`src/hw/rtl/bcdalu_pkg.sv`:
```
// ----------------------------------------------------------------------------
// bcdalu_pkg
// Shared types, opcodes and constants of the 8-bit ALU with decimal mode.
// ----------------------------------------------------------------------------
package bcdalu_pkg;

	localparam int unsigned DATA_W = 8;
	localparam int unsigned CMD_W  = 4;

	// operation codes
	typedef enum logic [CMD_W-1:0] {
		CMD_AND = 4'd0,
		CMD_OR  = 4'd1,
		CMD_XOR = 4'd2,
		CMD_BIT = 4'd3,
		CMD_ADC = 4'd4,
		CMD_SBC = 4'd5,
		CMD_CMP = 4'd6,
		CMD_INC = 4'd7,
		CMD_DEC = 4'd8,
		CMD_ASL = 4'd9,
		CMD_ROL = 4'd10,
		CMD_LSR = 4'd11,
		CMD_ROR = 4'd12
	} cmd_t;

	// decimal adjust constants
	localparam logic [4:0] DIGIT_LIMIT  = 5'h0A;
	localparam logic [3:0] DIGIT_ADJUST = 4'h6;
	localparam logic [9:0] BYTE_LIMIT   = 10'h0A0;
	localparam logic [9:0] BYTE_ADJUST  = 10'h060;

	// one operation as it enters the datapath
	typedef struct packed {
		logic [CMD_W-1:0]  cmd;
		logic [DATA_W-1:0] reg_value;
		logic [DATA_W-1:0] operand;
		logic              carry_in;
		logic              overflow_in;
		logic              bcd_enable;
	} alu_in_t;

	// one result with its flags
	typedef struct packed {
		logic [DATA_W-1:0] result;
		logic              negative;
		logic              overflow_out;
		logic              zero;
		logic              carry_out;
	} alu_out_t;

	// signed overflow from the sign bits of both operands and of the sum
	function automatic logic sgn_ovf(input logic s1, input logic s2, input logic sr);
		return (s1 & s2 & ~sr) | (~s1 & ~s2 & sr);
	endfunction

endpackage

```
`src/hw/rtl/eight_bit_bcd_alu.sv`:
```
// ----------------------------------------------------------------------------
// eight_bit_bcd_alu
// 8-bit processor ALU with decimal mode, two register stages.
// ----------------------------------------------------------------------------
//  channel | handshake          | payload
//  in      | in_valid/in_ready  | cmd, reg_value, operand, carry_in,
//          |                    | overflow_in, bcd_enable
//  out     | out_valid/out_ready| result, negative, overflow_out, zero,
//          |                    | carry_out
//
// One operation per cycle while out_ready does not stall the result; an
// accepted operation goes through the input register, the datapath and the
// result register before its output transfer.
// Reset clears both valid bits; payload registers are not reset.
// A stalled result holds the result register; the input register still
// takes a new operation while it is empty or its content moves on.
// ----------------------------------------------------------------------------
module eight_bit_bcd_alu (
	input  logic       clk,
	input  logic       arst_n,
	input  logic       in_valid,
	output logic       in_ready,
	input  logic [3:0] cmd,
	input  logic [7:0] reg_value,
	input  logic [7:0] operand,
	input  logic       carry_in,
	input  logic       overflow_in,
	input  logic       bcd_enable,
	output logic       out_valid,
	input  logic       out_ready,
	output logic [7:0] result,
	output logic       negative,
	output logic       overflow_out,
	output logic       zero,
	output logic       carry_out
);

	bcdalu_pkg::alu_in_t  item_s1;
	logic                 valid_s1;
	bcdalu_pkg::alu_out_t alu_res;
	bcdalu_pkg::alu_out_t res_s2;
	logic                 valid_s2;
	logic                 adv_s2;
	logic                 adv_s1;

	// stage advance conditions
	assign adv_s2   = ~valid_s2 | out_ready;
	assign adv_s1   = ~valid_s1 | adv_s2;
	assign in_ready = adv_s1;

	// input register
	always_ff @(posedge clk or negedge arst_n) begin
		if (!arst_n) begin
			valid_s1 <= 1'b0;
		end else if (adv_s1) begin
			valid_s1 <= in_valid;
		end
	end

	always_ff @(posedge clk) begin
		if (adv_s1 && in_valid) begin
			item_s1.cmd          <= cmd;
			item_s1.reg_value    <= reg_value;
			item_s1.operand      <= operand;
			item_s1.carry_in     <= carry_in;
			item_s1.overflow_in  <= overflow_in;
			item_s1.bcd_enable   <= bcd_enable;
		end
	end

	// datapath
	bcdalu_core u_core (
		.op_in  (item_s1),
		.op_out (alu_res)
	);

	// result register
	always_ff @(posedge clk or negedge arst_n) begin
		if (!arst_n) begin
			valid_s2 <= 1'b0;
		end else if (adv_s2) begin
			valid_s2 <= valid_s1;
		end
	end

	always_ff @(posedge clk) begin
		if (adv_s2 && valid_s1) begin
			res_s2 <= alu_res;
		end
	end

	assign out_valid    = valid_s2;
	assign result       = res_s2.result;
	assign negative     = res_s2.negative;
	assign overflow_out = res_s2.overflow_out;
	assign zero         = res_s2.zero;
	assign carry_out    = res_s2.carry_out;

endmodule

```
`src/hw/rtl/bcdalu_core.sv`:
```
// ----------------------------------------------------------------------------
// bcdalu_core
// Combinational datapath: logic, binary and decimal add/subtract, compare,
// increment, decrement and shifts, with the N, V, Z and C flags.
// ----------------------------------------------------------------------------
module bcdalu_core (
	input  bcdalu_pkg::alu_in_t  op_in,
	output bcdalu_pkg::alu_out_t op_out
);

	logic [7:0] a;
	logic [7:0] b;
	logic       c;
	bcdalu_pkg::cmd_t op;

	logic [8:0] bin_add;
	logic [8:0] bin_sub;
	logic [8:0] cmp_diff;

	logic [4:0] lo_add;
	logic [4:0] lo_add_fix;
	logic [9:0] hi_add;
	logic [9:0] dec_add;

	logic [5:0] lo_sub;
	logic [5:0] lo_sub_fix;
	logic [9:0] hi_sub;
	logic [9:0] dec_sub;

	logic [7:0] res;
	logic       n_flag;
	logic       v_flag;
	logic       z_flag;
	logic       c_flag;
	logic       nz_from_res;

	assign a  = op_in.reg_value;
	assign b  = op_in.operand;
	assign c  = op_in.carry_in;
	assign op = bcdalu_pkg::cmd_t'(op_in.cmd);

	// binary adders and compare
	assign bin_add  = {1'b0, a} + {1'b0, b} + {8'd0, c};
	assign bin_sub  = {1'b0, a} + {1'b0, ~b} + {8'd0, c};
	assign cmp_diff = {1'b0, a} - {1'b0, b};

	// decimal add: low digit then high digit, each with its adjust
	assign lo_add     = {1'b0, a[3:0]} + {1'b0, b[3:0]} + {4'd0, c};
	assign lo_add_fix = (lo_add >= bcdalu_pkg::DIGIT_LIMIT)
		? {1'b1, lo_add[3:0] + bcdalu_pkg::DIGIT_ADJUST} : lo_add;
	assign hi_add     = {2'b00, a[7:4], 4'd0} + {2'b00, b[7:4], 4'd0} + {5'd0, lo_add_fix};
	assign dec_add    = (hi_add >= bcdalu_pkg::BYTE_LIMIT)
		? hi_add + bcdalu_pkg::BYTE_ADJUST : hi_add;

	// decimal subtract, signed intermediates in two's complement
	assign lo_sub     = {2'b00, a[3:0]} - {2'b00, b[3:0]} + {5'd0, c} - 6'd1;
	assign lo_sub_fix = lo_sub[5]
		? {2'b11, lo_sub[3:0] - bcdalu_pkg::DIGIT_ADJUST} : lo_sub;
	assign hi_sub     = {2'b00, a[7:4], 4'd0} - {2'b00, b[7:4], 4'd0}
		+ {{4{lo_sub_fix[5]}}, lo_sub_fix};
	assign dec_sub    = hi_sub[9] ? hi_sub - bcdalu_pkg::BYTE_ADJUST : hi_sub;

	// operation select; untouched flags pass through
	always_comb begin
		res         = a;
		n_flag      = 1'b0;
		z_flag      = 1'b0;
		v_flag      = op_in.overflow_in;
		c_flag      = c;
		nz_from_res = 1'b1;
		unique case (op)
			bcdalu_pkg::CMD_AND: res = a & b;
			bcdalu_pkg::CMD_OR:  res = a | b;
			bcdalu_pkg::CMD_XOR: res = a ^ b;
			bcdalu_pkg::CMD_BIT: begin
				n_flag      = b[7];
				v_flag      = b[6];
				z_flag      = ((a & b) == 8'd0);
				nz_from_res = 1'b0;
			end
			bcdalu_pkg::CMD_ADC: begin
				if (op_in.bcd_enable) begin
					res    = dec_add[7:0];
					v_flag = bcdalu_pkg::sgn_ovf(a[7], b[7], dec_add[7]);
					c_flag = dec_add[9] | dec_add[8];
				end else begin
					res    = bin_add[7:0];
					v_flag = bcdalu_pkg::sgn_ovf(a[7], b[7], bin_add[7]);
					c_flag = bin_add[8];
				end
			end
			bcdalu_pkg::CMD_SBC: begin
				c_flag = bin_sub[8];
				if (op_in.bcd_enable) begin
					res    = dec_sub[7:0];
					v_flag = bcdalu_pkg::sgn_ovf(a[7], ~b[7], dec_sub[7]);
				end else begin
					res    = bin_sub[7:0];
					v_flag = bcdalu_pkg::sgn_ovf(a[7], ~b[7], bin_sub[7]);
				end
			end
			bcdalu_pkg::CMD_CMP: begin
				n_flag      = cmp_diff[7];
				z_flag      = (cmp_diff[7:0] == 8'd0);
				c_flag      = ~cmp_diff[8];
				nz_from_res = 1'b0;
			end
			bcdalu_pkg::CMD_INC: res = b + 8'd1;
			bcdalu_pkg::CMD_DEC: res = b - 8'd1;
			bcdalu_pkg::CMD_ASL: begin
				res    = {b[6:0], 1'b0};
				c_flag = b[7];
			end
			bcdalu_pkg::CMD_ROL: begin
				res    = {b[6:0], c};
				c_flag = b[7];
			end
			bcdalu_pkg::CMD_LSR: begin
				res    = {1'b0, b[7:1]};
				c_flag = b[0];
			end
			bcdalu_pkg::CMD_ROR: begin
				res    = {c, b[7:1]};
				c_flag = b[0];
			end
			default: res = a;
		endcase
		if (nz_from_res) begin
			n_flag = res[7];
			z_flag = (res == 8'd0);
		end
	end

	assign op_out.result       = res;
	assign op_out.negative     = n_flag;
	assign op_out.overflow_out = v_flag;
	assign op_out.zero         = z_flag;
	assign op_out.carry_out    = c_flag;

endmodule
```
`config.mk`:
```
export PLATFORM = sky130hd
export DESIGN_NAME = eight_bit_bcd_alu
export DESIGN_NICKNAME = d
export VERILOG_FILES = /design/src/hw/rtl/bcdalu_pkg.sv /design/src/hw/rtl/eight_bit_bcd_alu.sv /design/src/hw/rtl/bcdalu_core.sv
export SDC_FILE = /design/constraint.sdc
export NUM_CORES = 1
export LEC_CHECK = 0
export BUFFER_PORTS_ARGS = -buffer_cell sky130_fd_sc_hd__buf_2
export CORE_MARGIN = 4
export CORE_UTILIZATION = 54
export DETAILED_ROUTE_END_ITERATION = 16
export GPL_TIMING_DRIVEN = 1
export PLACE_DENSITY = 0.76
export SYNTH_ARGS = -nofsm -noshare
export SYNTH_HDL_FRONTEND = slang
export SYNTH_SLANG_ARGS = --single-unit
```
`constraint.sdc`:
```
create_clock -name clk -period 4.72 [get_ports clk]
set_input_delay 0.236 -clock clk [delete_from_list [all_inputs] [get_ports clk]]
set_output_delay 0.236 -clock clk [all_outputs]
set_load 0.01 [all_outputs]
```
==> qor.csv, run 1 <==
stage,metric,value,unit
layout,layout cells sized above 1,17.26,%
route,Via density,6.773,
global_routing,initial antenna violation count,0,
setup_path,Critical path origin,item_s1[11],
synthesis,asr flop ratio synth,5.405,%
die,Starting Density,56.65,%
clock_tree,CTS tree,built,
die,die area,10360,sq um
layout,post-route cell area,5411,sq um
layout,multi-input logic area,3445,sq um
layout,fin nets,695,
synthesis,"EDFF count, synth",35,
synthesis,Syn Nets,646,
layout,sequential cell area,1101,sq um
clock_tree,root buf cell,clkbuf_8,
route,DRC,0,
layout,most frequent cells in the layout,"nor2_1, inv_1, a21oi_1, ha_1, buf_2",
global_routing,GRT overflow,0,
layout,antenna cells,0,
placement,DP Cell Count,709,
setup_path,reg2reg start,item_s1[11],
route,final WL,15.20,mm
placement,Placed Area,5171,sq um
synthesis,synthesized area per cell,8.419,sq um
timing,clock skew,0.009459,ns
timing,Slew headroom,27.42,%
die,Die Y,101.8,um
die,Die Span X,101.8,um
setup_path,Crit Path Max Fanout,8,
timing,Max Freq,0.2195,GHz
die,I/O pin count,41,
route,DR WL met2,7.201,mm
timing,Period minus WS final,4.557,ns
route,Initial DRC Count,568,
global_routing,maximum number of pins on one net before global-route repair,42,
global_routing,Total GRT Usage,29.21,%
power,Pwr per Cell Area,291.0,nW/um^2
clock_tree,Num CTS Buffers,5,
synthesis,Synth area leader,edfxtp_1,
timing,slew of the pin with the lowest slew margin,1.089,ns
route,drt first pass iters,7,
synthesis,Most used DFF post-synth,edfxtp_1,
synthesis,distinct cell type count after synthesis,76,
timing,Final Setup Violations,0,
setup_path,worst path buffer plus inverter count,3,
global_routing,number of global-route vias before repair,4532,
layout,"commonest non-fill, non-tap cell in the layout",nor2_1,
synthesis,Post-Syn Area,4748,sq um
clock_tree,clock sink count,37,
setup_path,CP Capture Point,zero,
run_status,status,completed,
placement,Post-DP HPWL,11.58,mm
route,via count,4870,
setup_path,family with the most delay on the worst path,compound AO/OA/AOI/OAI gates,
synthesis,post-synth top area share,22.13,%
placement,gp weighted congestion,0.9741,
layout,Non-Filler Instances,719,
setup_path,"Slowest-stage cell, CP",o32ai_1,
timing,Final Max Slew Viols,0,
route,drt wl/cell,21.14,um
route,M1 WL,6.115,mm
layout,fin util,64.56,%
clock_tree,H-tree depth,2,
clock_tree,Clock Path Buffers,2,
min_path,hold crit path type,primary input to register,
min_path,hold_sp,operand[4],
timing,RSZ-0062 raised after global routing,no,
setup_path,"Arr. time, crit path",4.70,ns
timing,Tcrit/Tclk final,96.54,%
power,Max IR drop VDD,0.0001939,V
setup_path,WS Path Type,register to register,
route,routed length on met3,1.337,mm
setup_path,Critical Path Source Type,register,
setup_path,"reg-to-reg slack, setup",0.16,ns
layout,filler cell count,689,
setup_path,Stages on worst setup path,18,
clock_tree,later-pin clock latency in the skew report,0.31,ns
synthesis,sequential area share after synthesis,23.19,%
setup_path,Worst Path Required,4.86,ns
global_routing,first-pass GRT wire length,23.51,mm
timing,Final Hold Viols,0,
setup_path,max incr delay on CP,0.51,ns
job,max_cap viols,0,
placement,port bufs,40,
timing,Fin Setup TNS,0,ns
synthesis,Syn Inst Count,564,
synthesis,number of synthesized register bits,37,
die,CORE AREA,8382,sq um
route,Highest Signal Layer,met4,
power,Pleak,2.192,nW
route,number of nets with antenna violations after routing,0,
synthesis,ranking of synthesized cells by area,"edfxtp_1, ha_1, a21oi_1, fa_1, xnor2_1",
die,# rows,33,
clock_tree,clock slew at reported path FFs,0.09,ns
layout,Syn-to-layout area delta,13.97,%
setup_path,r2r endpoint,zero,
synthesis,Synth Warn #,0,
setup_path,reg2reg path depth,18,
setup_path,CP Cell Sequence,inv_1 > buf_4 > fa_1 > fa_1 > xor2_2 > ha_1 > a21boi_1 > o311ai_2 > ha_2 > ha_4 > buf_4 > nor2_1 > o21a_1 > a31oi_1 > a311oi_1 > o32ai_1 > nand4b_1 > o31ai_2,
setup_path,CP endpoint kind,register,
## flip-flops by register name, summed over array words and instances, names as in the netlist
signal / cells
item_s1: 23
result: 8
carry_out: 1
negative: 1
out_valid: 1
overflow_out: 1
valid_s1: 1
zero: 1
## layout make-up
type                       instances  area share, %
clock buffer                       5          1.272
clock inverter                     3          1.272
inverter                          45          3.121
multi-input combinational        454          63.65
sequential                        37          20.35
tap                              105          2.428
timing repair buffer              70          7.908
## report_power, final
part	internal, mW	switching [mW]	leakage, nW
Clock	0.213	0.134	0.0687
Combinational	0.336	0.480	1.77
Sequential	0.394	0.0180	0.358
## what timing repair did
action / in CTS / in global routing
endpoints found under the setup margin: 2 / 5
hold endpoints to repair: 2 / 0
hold buffers: 1 / 0
gates resized for setup: 2 / 18
pin swaps: 0 / 1
setup buffers: 1 / 0
## kinds of logic (layout without fill, tap and decap cells)
kind of cell	after synthesis	after routing	synth area share [%]
AO/OA/AOI/OAI	179	179	26.25
AND/OR/NAND/NOR	174	174	19.08
buffers and inverters	73	123	6.061
adder cells (fa/ha/maj)	56	56	16.13
flip-flops	37	37	23.19
XOR/XNOR	25	25	4.901
multiplexers	20	20	4.400
## synthesized netlist by cell type, drive strengths merged, types with 16 or more instances
library cell   n
mux2i         16
ha            46
edfxtp        35
inv           44
nor2          46
a21oi         42
nand2b        16
nor3          16
buf           16
nand2         30
o21ai         27
xnor2         20
## per-layer routing
layer,track usage (%),up-vias
li1,-,2210
met1,38.46,2310
met2,48.29,308
met3,4.201,42
met4,11.66,0
met5,0,-
## worst min-delay path by stage
stage                       endpoint  slack, ns  depth (start not counted)
after floorplan            out_valid      -0.06                          0
after global placement      valid_s1       0.02                          1
after detailed placement   out_valid       0.02                          1
after CTS                 item_s1[7]       0.10                          1
after global routing      item_s1[6]       0.09                          1
final                     item_s1[7]        0.1                          1
## worst register-to-register path: cells and delay by family, from the launching register on
family	cells	cell delay [ns]
adders and majority gates	5	1.56
xor gates and xnor gates	1	0.19
AOI/OAI and AO/OA	7	1.70
and+or+nand+nor	2	0.24
DFF	1	0.35
buffers and inverters	3	0.36
## stage by stage
step                worst slack, ns  power, mW  hold slack, ns
global route              0.0005524      1.651         0.09135
CTS                         0.01908      1.519          0.1024
detailed placement        -0.009642      1.175         0.02398
finish                       0.1634      1.575         0.09719
floorplan                    0.1092     0.9641        -0.05959
global placement             0.1868      1.149         0.02152
(Power assumes the default switching activity.)
==> run 2: changes to the inputs <==
Settings changed: ABC_AREA set to 1, BUFFER_PORTS_ARGS -buffer_cell sky130_fd_sc_hd__buf_2 to -buffer_cell sky130_fd_sc_hd__buf_4, PLACE_DENSITY 0.76 to 0.77.
==> run 2 against run 1 <==
Worst setup slack better by 0.21 ns. Die area down 8.8%. Synthesized cell count up 9.4%. Flip-flop and latch count unchanged. Clock power down 37%. Hold slack better by 0.020 ns.
==> qor.csv, run 2 <==
stage,metric,value,unit,change
run_status,status,completed,,
die,Die Y,97.20,um,-4.5%
die,die area,9448,sq um,-8.8%
synthesis,Synth Warn #,0,,unchanged
timing,Final Max Slew Viols,0,,unchanged
layout,multi-input logic area,2764,sq um,-20%
synthesis,ranking of synthesized cells by area,"edfxtp_1, nand2_1, ha_1, inv_1, nand3_1",,
placement,Post-DP HPWL,10.17,mm,-12%
synthesis,area share of fa/ha/maj cells after synthesis,17.59,%,+1.5 points
synthesis,Most used DFF post-synth,edfxtp_1,,
setup_path,Critical Path Source Type,register,,
setup_path,reg2reg path depth,27,,+9
global_routing,initial antenna violation count,0,,unchanged
timing,Final Hold Viols,0,,unchanged
synthesis,top-count cell post-synth,nand2_1,,
layout,number of flip-flops in the largest register,23,,unchanged
clock_tree,Num CTS Buffers,5,,unchanged
global_routing,GRT overflow,0,,unchanged
layout,Syn-to-layout area delta,11.53,%,
layout,Top reg by flops,item_s1,,
clock_tree,H-tree depth,2,,unchanged
timing,Max Freq,0.2303,GHz,+4.9%
timing,Slew headroom,22.76,%,-4.7 points
route,number of nets with antenna violations after routing,0,,unchanged
synthesis,post-synth top area share,24.46,%,+2.3 points
route,Initial DRC Count,340,,-40%
placement,gp weighted congestion,0.9963,,+2.3%
synthesis,distinct cell type count after synthesis,44,,-42%
clock_tree,CTS tree,built,,
min_path,hold crit path type,primary input to register,,
timing,Period minus WS final,4.342,ns,-0.2147 ns
die,# rows,32,,-3.0%
global_routing,first-pass GRT wire length,20.18,mm,-14%
global_routing,Total GRT Usage,26.39,%,-2.8 points
timing,slew of the pin with the lowest slew margin,1.159,ns,+0.06993 ns
clock_tree,post_cts resized,0,,-2
layout,filler cell count,732,,+6.2%
synthesis,sequential area share after synthesis,25.63,%,+2.4 points
synthesis,Post-Syn Area,4297,sq um,-9.5%
layout,Non-Filler Instances,762,,+6.0%
setup_path,Crit Path Max Fanout,8,,unchanged
synthesis,number of synthesized register bits,37,,unchanged
layout,post-route cell area,4792,sq um,-11%
synthesis,Syn Inst Count,617,,+9.4%
timing,Fin Setup TNS,0,ns,unchanged
die,Starting Density,55.60,%,-1.0 points
clock_tree,clock sink count,37,,unchanged
clock_tree,Clock Path Buffers,2,,unchanged
timing,Tcrit/Tclk final,91.99,%,-4.5 points
die,I/O pin count,41,,unchanged
synthesis,synthesized area per cell,6.964,sq um,-17%
synthesis,Syn Nets,699,,+8.2%
die,CORE AREA,7727,sq um,-7.8%
setup_path,WS Path Type,register to register,,
route,drt wl/cell,16.55,um,-22%
placement,DP Cell Count,750,,+5.8%
global_routing,number of global-route vias before repair,4132,,-8.8%
synthesis,Synth area leader,edfxtp_1,,
synthesis,xor and xnor fraction of the mapped netlist area,3.262,%,-1.6 points
layout,sequential cell area,1101,sq um,unchanged
clock_tree,clock slew at reported path FFs,0.08,ns,about the same
min_path,WHS Path Cells,1,,unchanged
die,Die Span X,97.20,um,-4.5%
placement,Placed Area,4674,sq um,-9.6%
layout,layout cells sized above 1,11.67,%,-5.6 points
job,max_cap viols,0,,unchanged
timing,clock skew,0.01513,ns,+0.005670 ns
layout,fin nets,741,,+6.6%
synthesis,Compound-Gate Fraction of Synth Area,10.22,%,-16 points
power,Max IR drop VDD,0.0002685,V,+38%
timing,final worst slack,0.3781,ns,+0.2147 ns
synthesis,asr flop ratio synth,5.405,%,unchanged
placement,Place WS,0.4029,ns,+0.4125 ns
timing,Final Setup Violations,0,,unchanged
clock_tree,later-pin clock latency in the skew report,0.30,ns,about the same
clock_tree,root buf cell,clkbuf_8,,
layout,antenna cells,0,,unchanged
global_routing,maximum number of pins on one net before global-route repair,24,,-43%
power,Pwr per Cell Area,285.7,nW/um^2,-1.8%
synthesis,post-synthesis simple-gate area fraction,33.26,%,+14 points
route,via count,4296,,-12%
setup_path,"Arr. time, crit path",4.40,ns,-0.30 ns
power,Pleak,2.426,nW,+11%
synthesis,multiplexer share of the synthesized area,0,%,-4.4 points
synthesis,largest family of logic cells by synthesized area,simple AND/OR/NAND/NOR gates,,
setup_path,Worst Path Required,4.77,ns,-0.09 ns
timing,RSZ-0062 raised after global routing,no,,
layout,"commonest non-fill, non-tap cell in the layout",nand2_1,,
route,DRC,0,,unchanged
layout,most frequent cells in the layout,"nand2_1, inv_1, nand3_1, nor2_1, ha_1",,
synthesis,"EDFF count, synth",35,,unchanged
setup_path,CP endpoint kind,register,,
synthesis,leading post-synthesis cells by instance count,"nand2_1, inv_1, nand3_1",,
route,final WL,12.61,mm,-17%
route,Via density,5.638,,-17%
placement,port bufs,40,,unchanged
route,drt first pass iters,5,,-2
## run 2: changes by cell type in the layout (fill, tap and decap cells not counted), sizes merged, moves of 14 or more
cell	previous run	this run
mux2i	16	0
xnor2	20	4
nand2	30	169
buf	69	43
inv	45	101
nor2	46	60
nand3	10	70
nand2b	16	0
## run 2: through the flow
stage / util, % / total power [mW] / hold WS [ns]
final: 62.01 / 1.369 / 0.1170
after global routing: 62.01 / 1.485 / 0.1112
after CTS: 61.72 / 1.359 / 0.1119
after detailed placement: 60.49 / 1.138 / 0.02070
after global placement: 60.49 / 1.116 / 0.01846
after floorplan: - / 0.9507 / -0.05959
## run 2: power breakdown
group	switching (mW)	leakage, nW	internal [mW]
logic	0.458	2.02	0.256
clock network	0.115	0.0424	0.105
registers	0.0303	0.359	0.404
## run 2: cells by family (layout without fill, tap and decap cells)
| kind of cell | count (synthesis) | in the layout |
|---|---|---|
| compound gates | 73 | 73 |
| xor+xnor | 16 | 16 |
| fa+ha+maj | 55 | 55 |
| buf+inv | 110 | 153 |
| flops | 37 | 37 |
| simple gates | 326 | 326 |
## run 2: path summary, 6_finish.rpt
kind / startpoint / end / slack (ns)
max in group asynchronous: arst_n / out_valid / 4.37
min in group asynchronous: arst_n / valid_s1 / 0.26
setup / recovery: item_s1[11] / negative / 0.38
hold / removal: reg_value[1] / item_s1[12] / 0.12
hold reg to reg: valid_s1 / out_valid / 0.48
setup reg to reg: item_s1[11] / negative / 0.38
## run 2: area by class of cell
class                           instances  area share (%)
Multi-Input combinational cell        470           57.68
Tap cell                              102           2.663
Inverter                              101           7.963
Clock inverter                          1          0.1828
Sequential cell                        37           22.98
Timing Repair Buffer                   44           6.945
Clock buffer                            7           1.593
## run 2: critical path, cell delays in order, from the launching register on
cell and delay, ns:
edfxtp_1 0.48, inv_1 0.20, ha_1 0.19, inv_1 0.06, fa_1 0.41, xnor2_1 0.20
nor2_1 0.18, nand3_2 0.14, nand2_2 0.17, inv_1 0.10, nand2_1 0.08, ha_1 0.16
inv_1 0.06, fa_1 0.38, xnor2_1 0.16, ha_1 0.21, inv_1 0.07, nand2_1 0.05
nand2_1 0.12, nand3_1 0.07, nand2_1 0.14, nand2_1 0.06, nor2_1 0.08, nand2_1 0.06
nand2_1 0.07, inv_1 0.06, nand2_1 0.05, nand3_1 0.07
## run 2: what timing repair did
item                       4_1_cts  5_1_grt
setup endpoints to repair        0        1
setup buffers                    0        3
hold endpoints to repair         2        0
hold buffers                     1        0
## run 2: routing by layer
metal	global-route usage (%)	up-vias	share of wire (%)
met1	33.92	1962	41
met2	43.68	197	47
li1	-	2103	-
met3	4.379	34	8.9
met5	0	-	0
met4	11.45	0	3.5
==> run 3: changes to the inputs <==
Settings changed: PLACE_DENSITY 0.77 to 0.74.
Clock period 4.72 ns to 4.7 ns, I/O delays scaled along.
==> run 3 against run 2 <==
Global-route usage is 0.24 points lower. Non-clock buffer count is 1 higher. Register-to-register slack better by 0.12 ns. Cell area is 0.73% higher. Fmax is 3.3% higher. Die area stayed put. Clock skew is 0.012 ns lower. Sequential share of layout area is 0.17 points lower. Flip-flop and latch count stayed put. Wire length is 1.5% lower.
==> qor.csv, run 3 (synthesis results as in run 2) <==
stage,metric,value,unit,change
run_status,status,completed,,
die,I/O pin count,41,,unchanged
clock_tree,clock sink count,37,,unchanged
setup_path,Crit Path Max Fanout,4,,-4
setup_path,"reg-to-reg slack, setup",0.50,ns,+0.12 ns
min_path,hold crit path type,primary input to register,,
placement,Post-DP HPWL,10.15,mm,-0.13%
global_routing,maximum number of pins on one net before global-route repair,24,,unchanged
layout,fin nets,742,,+0.13%
route,drt first pass iters,6,,+1
route,via count,4305,,+0.21%
timing,Slew headroom,22.20,%,-0.55 points
placement,gp weighted congestion,0.9929,,-0.34%
job,max_cap viols,0,,unchanged
layout,"commonest non-fill, non-tap cell in the layout",nand2_1,,
min_path,WHS Path Cells,1,,unchanged
die,Die Y,97.20,um,unchanged
layout,layout cells sized above 1,12.25,%,+0.59 points
global_routing,GRT overflow,0,,unchanged
route,number of nets with antenna violations after routing,0,,unchanged
clock_tree,clock slew at reported path FFs,0.08,ns,about the same
timing,Max Freq,0.2379,GHz,+3.3%
layout,number of flip-flops in the largest register,23,,unchanged
setup_path,CP endpoint kind,register,,
timing,Final Max Slew Viols,0,,unchanged
setup_path,Worst Path Required,4.72,ns,-0.05 ns
die,Starting Density,55.60,%,unchanged
setup_path,WS Path Type,register to register,,
layout,Syn-to-layout area delta,12.35,%,
setup_path,reg2reg path depth,22,,-19%
clock_tree,Clock Path Buffers,2,,unchanged
global_routing,first-pass GRT wire length,20.23,mm,+0.27%
layout,most frequent cells in the layout,"nand2_1, inv_1, nand3_1, nor2_1, ha_1",,
timing,Tcrit/Tclk final,89.45,%,-2.5 points
route,drt wl/cell,16.28,um,-1.6%
route,Via density,5.642,,about the same
setup_path,Critical Path Source Type,register,,
timing,RSZ-0062 raised after global routing,no,,
global_routing,number of global-route vias before repair,4121,,-0.27%
timing,clock skew,0.003419,ns,-0.01171 ns
power,Pleak,2.446,nW,+0.82%
min_path,Hold Path End,item_s1[0],,
timing,final worst slack,0.4960,ns,+0.1178 ns
setup_path,reg2reg start,item_s1[2],,
clock_tree,H-tree depth,2,,unchanged
clock_tree,Num CTS Buffers,5,,unchanged
clock_tree,later-pin clock latency in the skew report,0.29,ns,about the same
timing,Period minus WS final,4.204,ns,-0.1378 ns
global_routing,Total GRT Usage,26.15,%,-0.24 points
setup_path,"Arr. time, crit path",4.23,ns,-0.17 ns
route,final WL,12.43,mm,-1.5%
timing,slew of the pin with the lowest slew margin,1.167,ns,+0.008283 ns
layout,antenna cells,0,,unchanged
min_path,hold_sp,bcd_enable,,
global_routing,initial antenna violation count,0,,unchanged
die,# rows,32,,unchanged
timing,Fin Setup TNS,0,ns,unchanged
timing,Final Hold Viols,0,,unchanged
die,Die Span X,97.20,um,unchanged
clock_tree,CTS tree,built,,
route,DRC,0,,unchanged
setup_path,r2r endpoint,overflow_out,,
timing,Final Setup Violations,0,,unchanged
power,Max IR drop VDD,0.0002575,V,-4.1%
placement,port bufs,40,,unchanged
die,die area,9448,sq um,unchanged
layout,Top reg by flops,item_s1,,
die,CORE AREA,7727,sq um,unchanged
placement,Place WS,0.3711,ns,-0.03173 ns
power,Pwr per Cell Area,295.9,nW/um^2,+3.6%
clock_tree,root buf cell,clkbuf_8,,
route,Initial DRC Count,345,,+1.5%
[run 3: cell count changes in the layout (fill, tap and decap cells not counted), sizes merged]
cell / change
bufinv: +1
clkbuf: -2
buf: +1
inv: +1
[run 3: how the worst max path moves through the flow]
stage / start / to / slack, ns
2_1_floorplan: item_s1[3] / negative / 0.96
3_3_place_gp: item_s1[11] / negative / 0.49
3_5_place_dp: item_s1[3] / overflow_out / 0.37
4_1_cts: item_s1[3] / overflow_out / 0.34
5_1_grt: item_s1[4] / negative / 0.04
6_report: item_s1[2] / overflow_out / 0.50
[run 3: timing repair]
item | 4_1_cts | 5_1_grt
endpoints found under the setup margin | 0 | 3
gates resized for setup | 0 | 1
endpoints found under the hold margin | 2 | 0
hold buffers | 1 | 0
setup buffers | 0 | 4
[run 3: layout make-up]
type,count,area [sq um]
clock buffer,5,68.82
clock inverter,3,43.79
fill,726,2900
inverter,101,381.6
multi-input combinational,470,2764
sequential,37,1101
tap,102,127.6
timing repair buffer,45,340.3
[run 3: stage by stage]
stage | utilization, % | power [mW] | cell area (sq um) | hold slack, ns | instances
after floorplan | - | 0.9548 | 4297 | -0.06059 | 617
after CTS | 62.08 | 1.424 | 4797 | 0.1104 | 759
after global routing | 62.47 | 1.563 | 4827 | 0.09510 | 763
after global placement | 60.49 | 1.125 | 4674 | 0.01654 | 750
final | 62.47 | 1.429 | 4827 | 0.1188 | 763
after detailed placement | 60.49 | 1.144 | 4674 | 0.01749 | 750
[run 3: routing by layer]
| metal | wire, um | vias up | GRT usage, % |
|---|---|---|---|
| met1 | 5366 | 1977 | 35.27 |
| met2 | 5769 | 196 | 43.79 |
| met3 | 889 | 26 | 2.297 |
| met4 | 399 | 0 | 9.395 |
| met5 | 0 | - | 0 |
| li1 | - | 2106 | - |
[run 3: where the power goes]
group          switching (mW)  internal (mW)  total (mW)  leakage (nW)
clock network           0.118          0.159       0.277        0.0585
logic                   0.459          0.257       0.717          2.03
registers              0.0297          0.406       0.435         0.359
[run 3: critical path, cell delays in order (launching register included)]
cell      delay, ns
edfxtp_1       0.40
inv_1          0.16
fa_1           0.49
fa_1           0.40
inv_1          0.07
nand2_1        0.07
nand2_1        0.13
ha_1           0.21
nand2_1        0.06
nand3_1        0.12
nand2_1        0.11
ha_1           0.28
ha_1           0.34
inv_1          0.09
nand3_1        0.12
nand3_2        0.14
nand3_2        0.13
nand2_1        0.09
nand2_1        0.05
nand2_1        0.08
nand2_1        0.08
o211ai_1       0.19
nand4_1        0.12
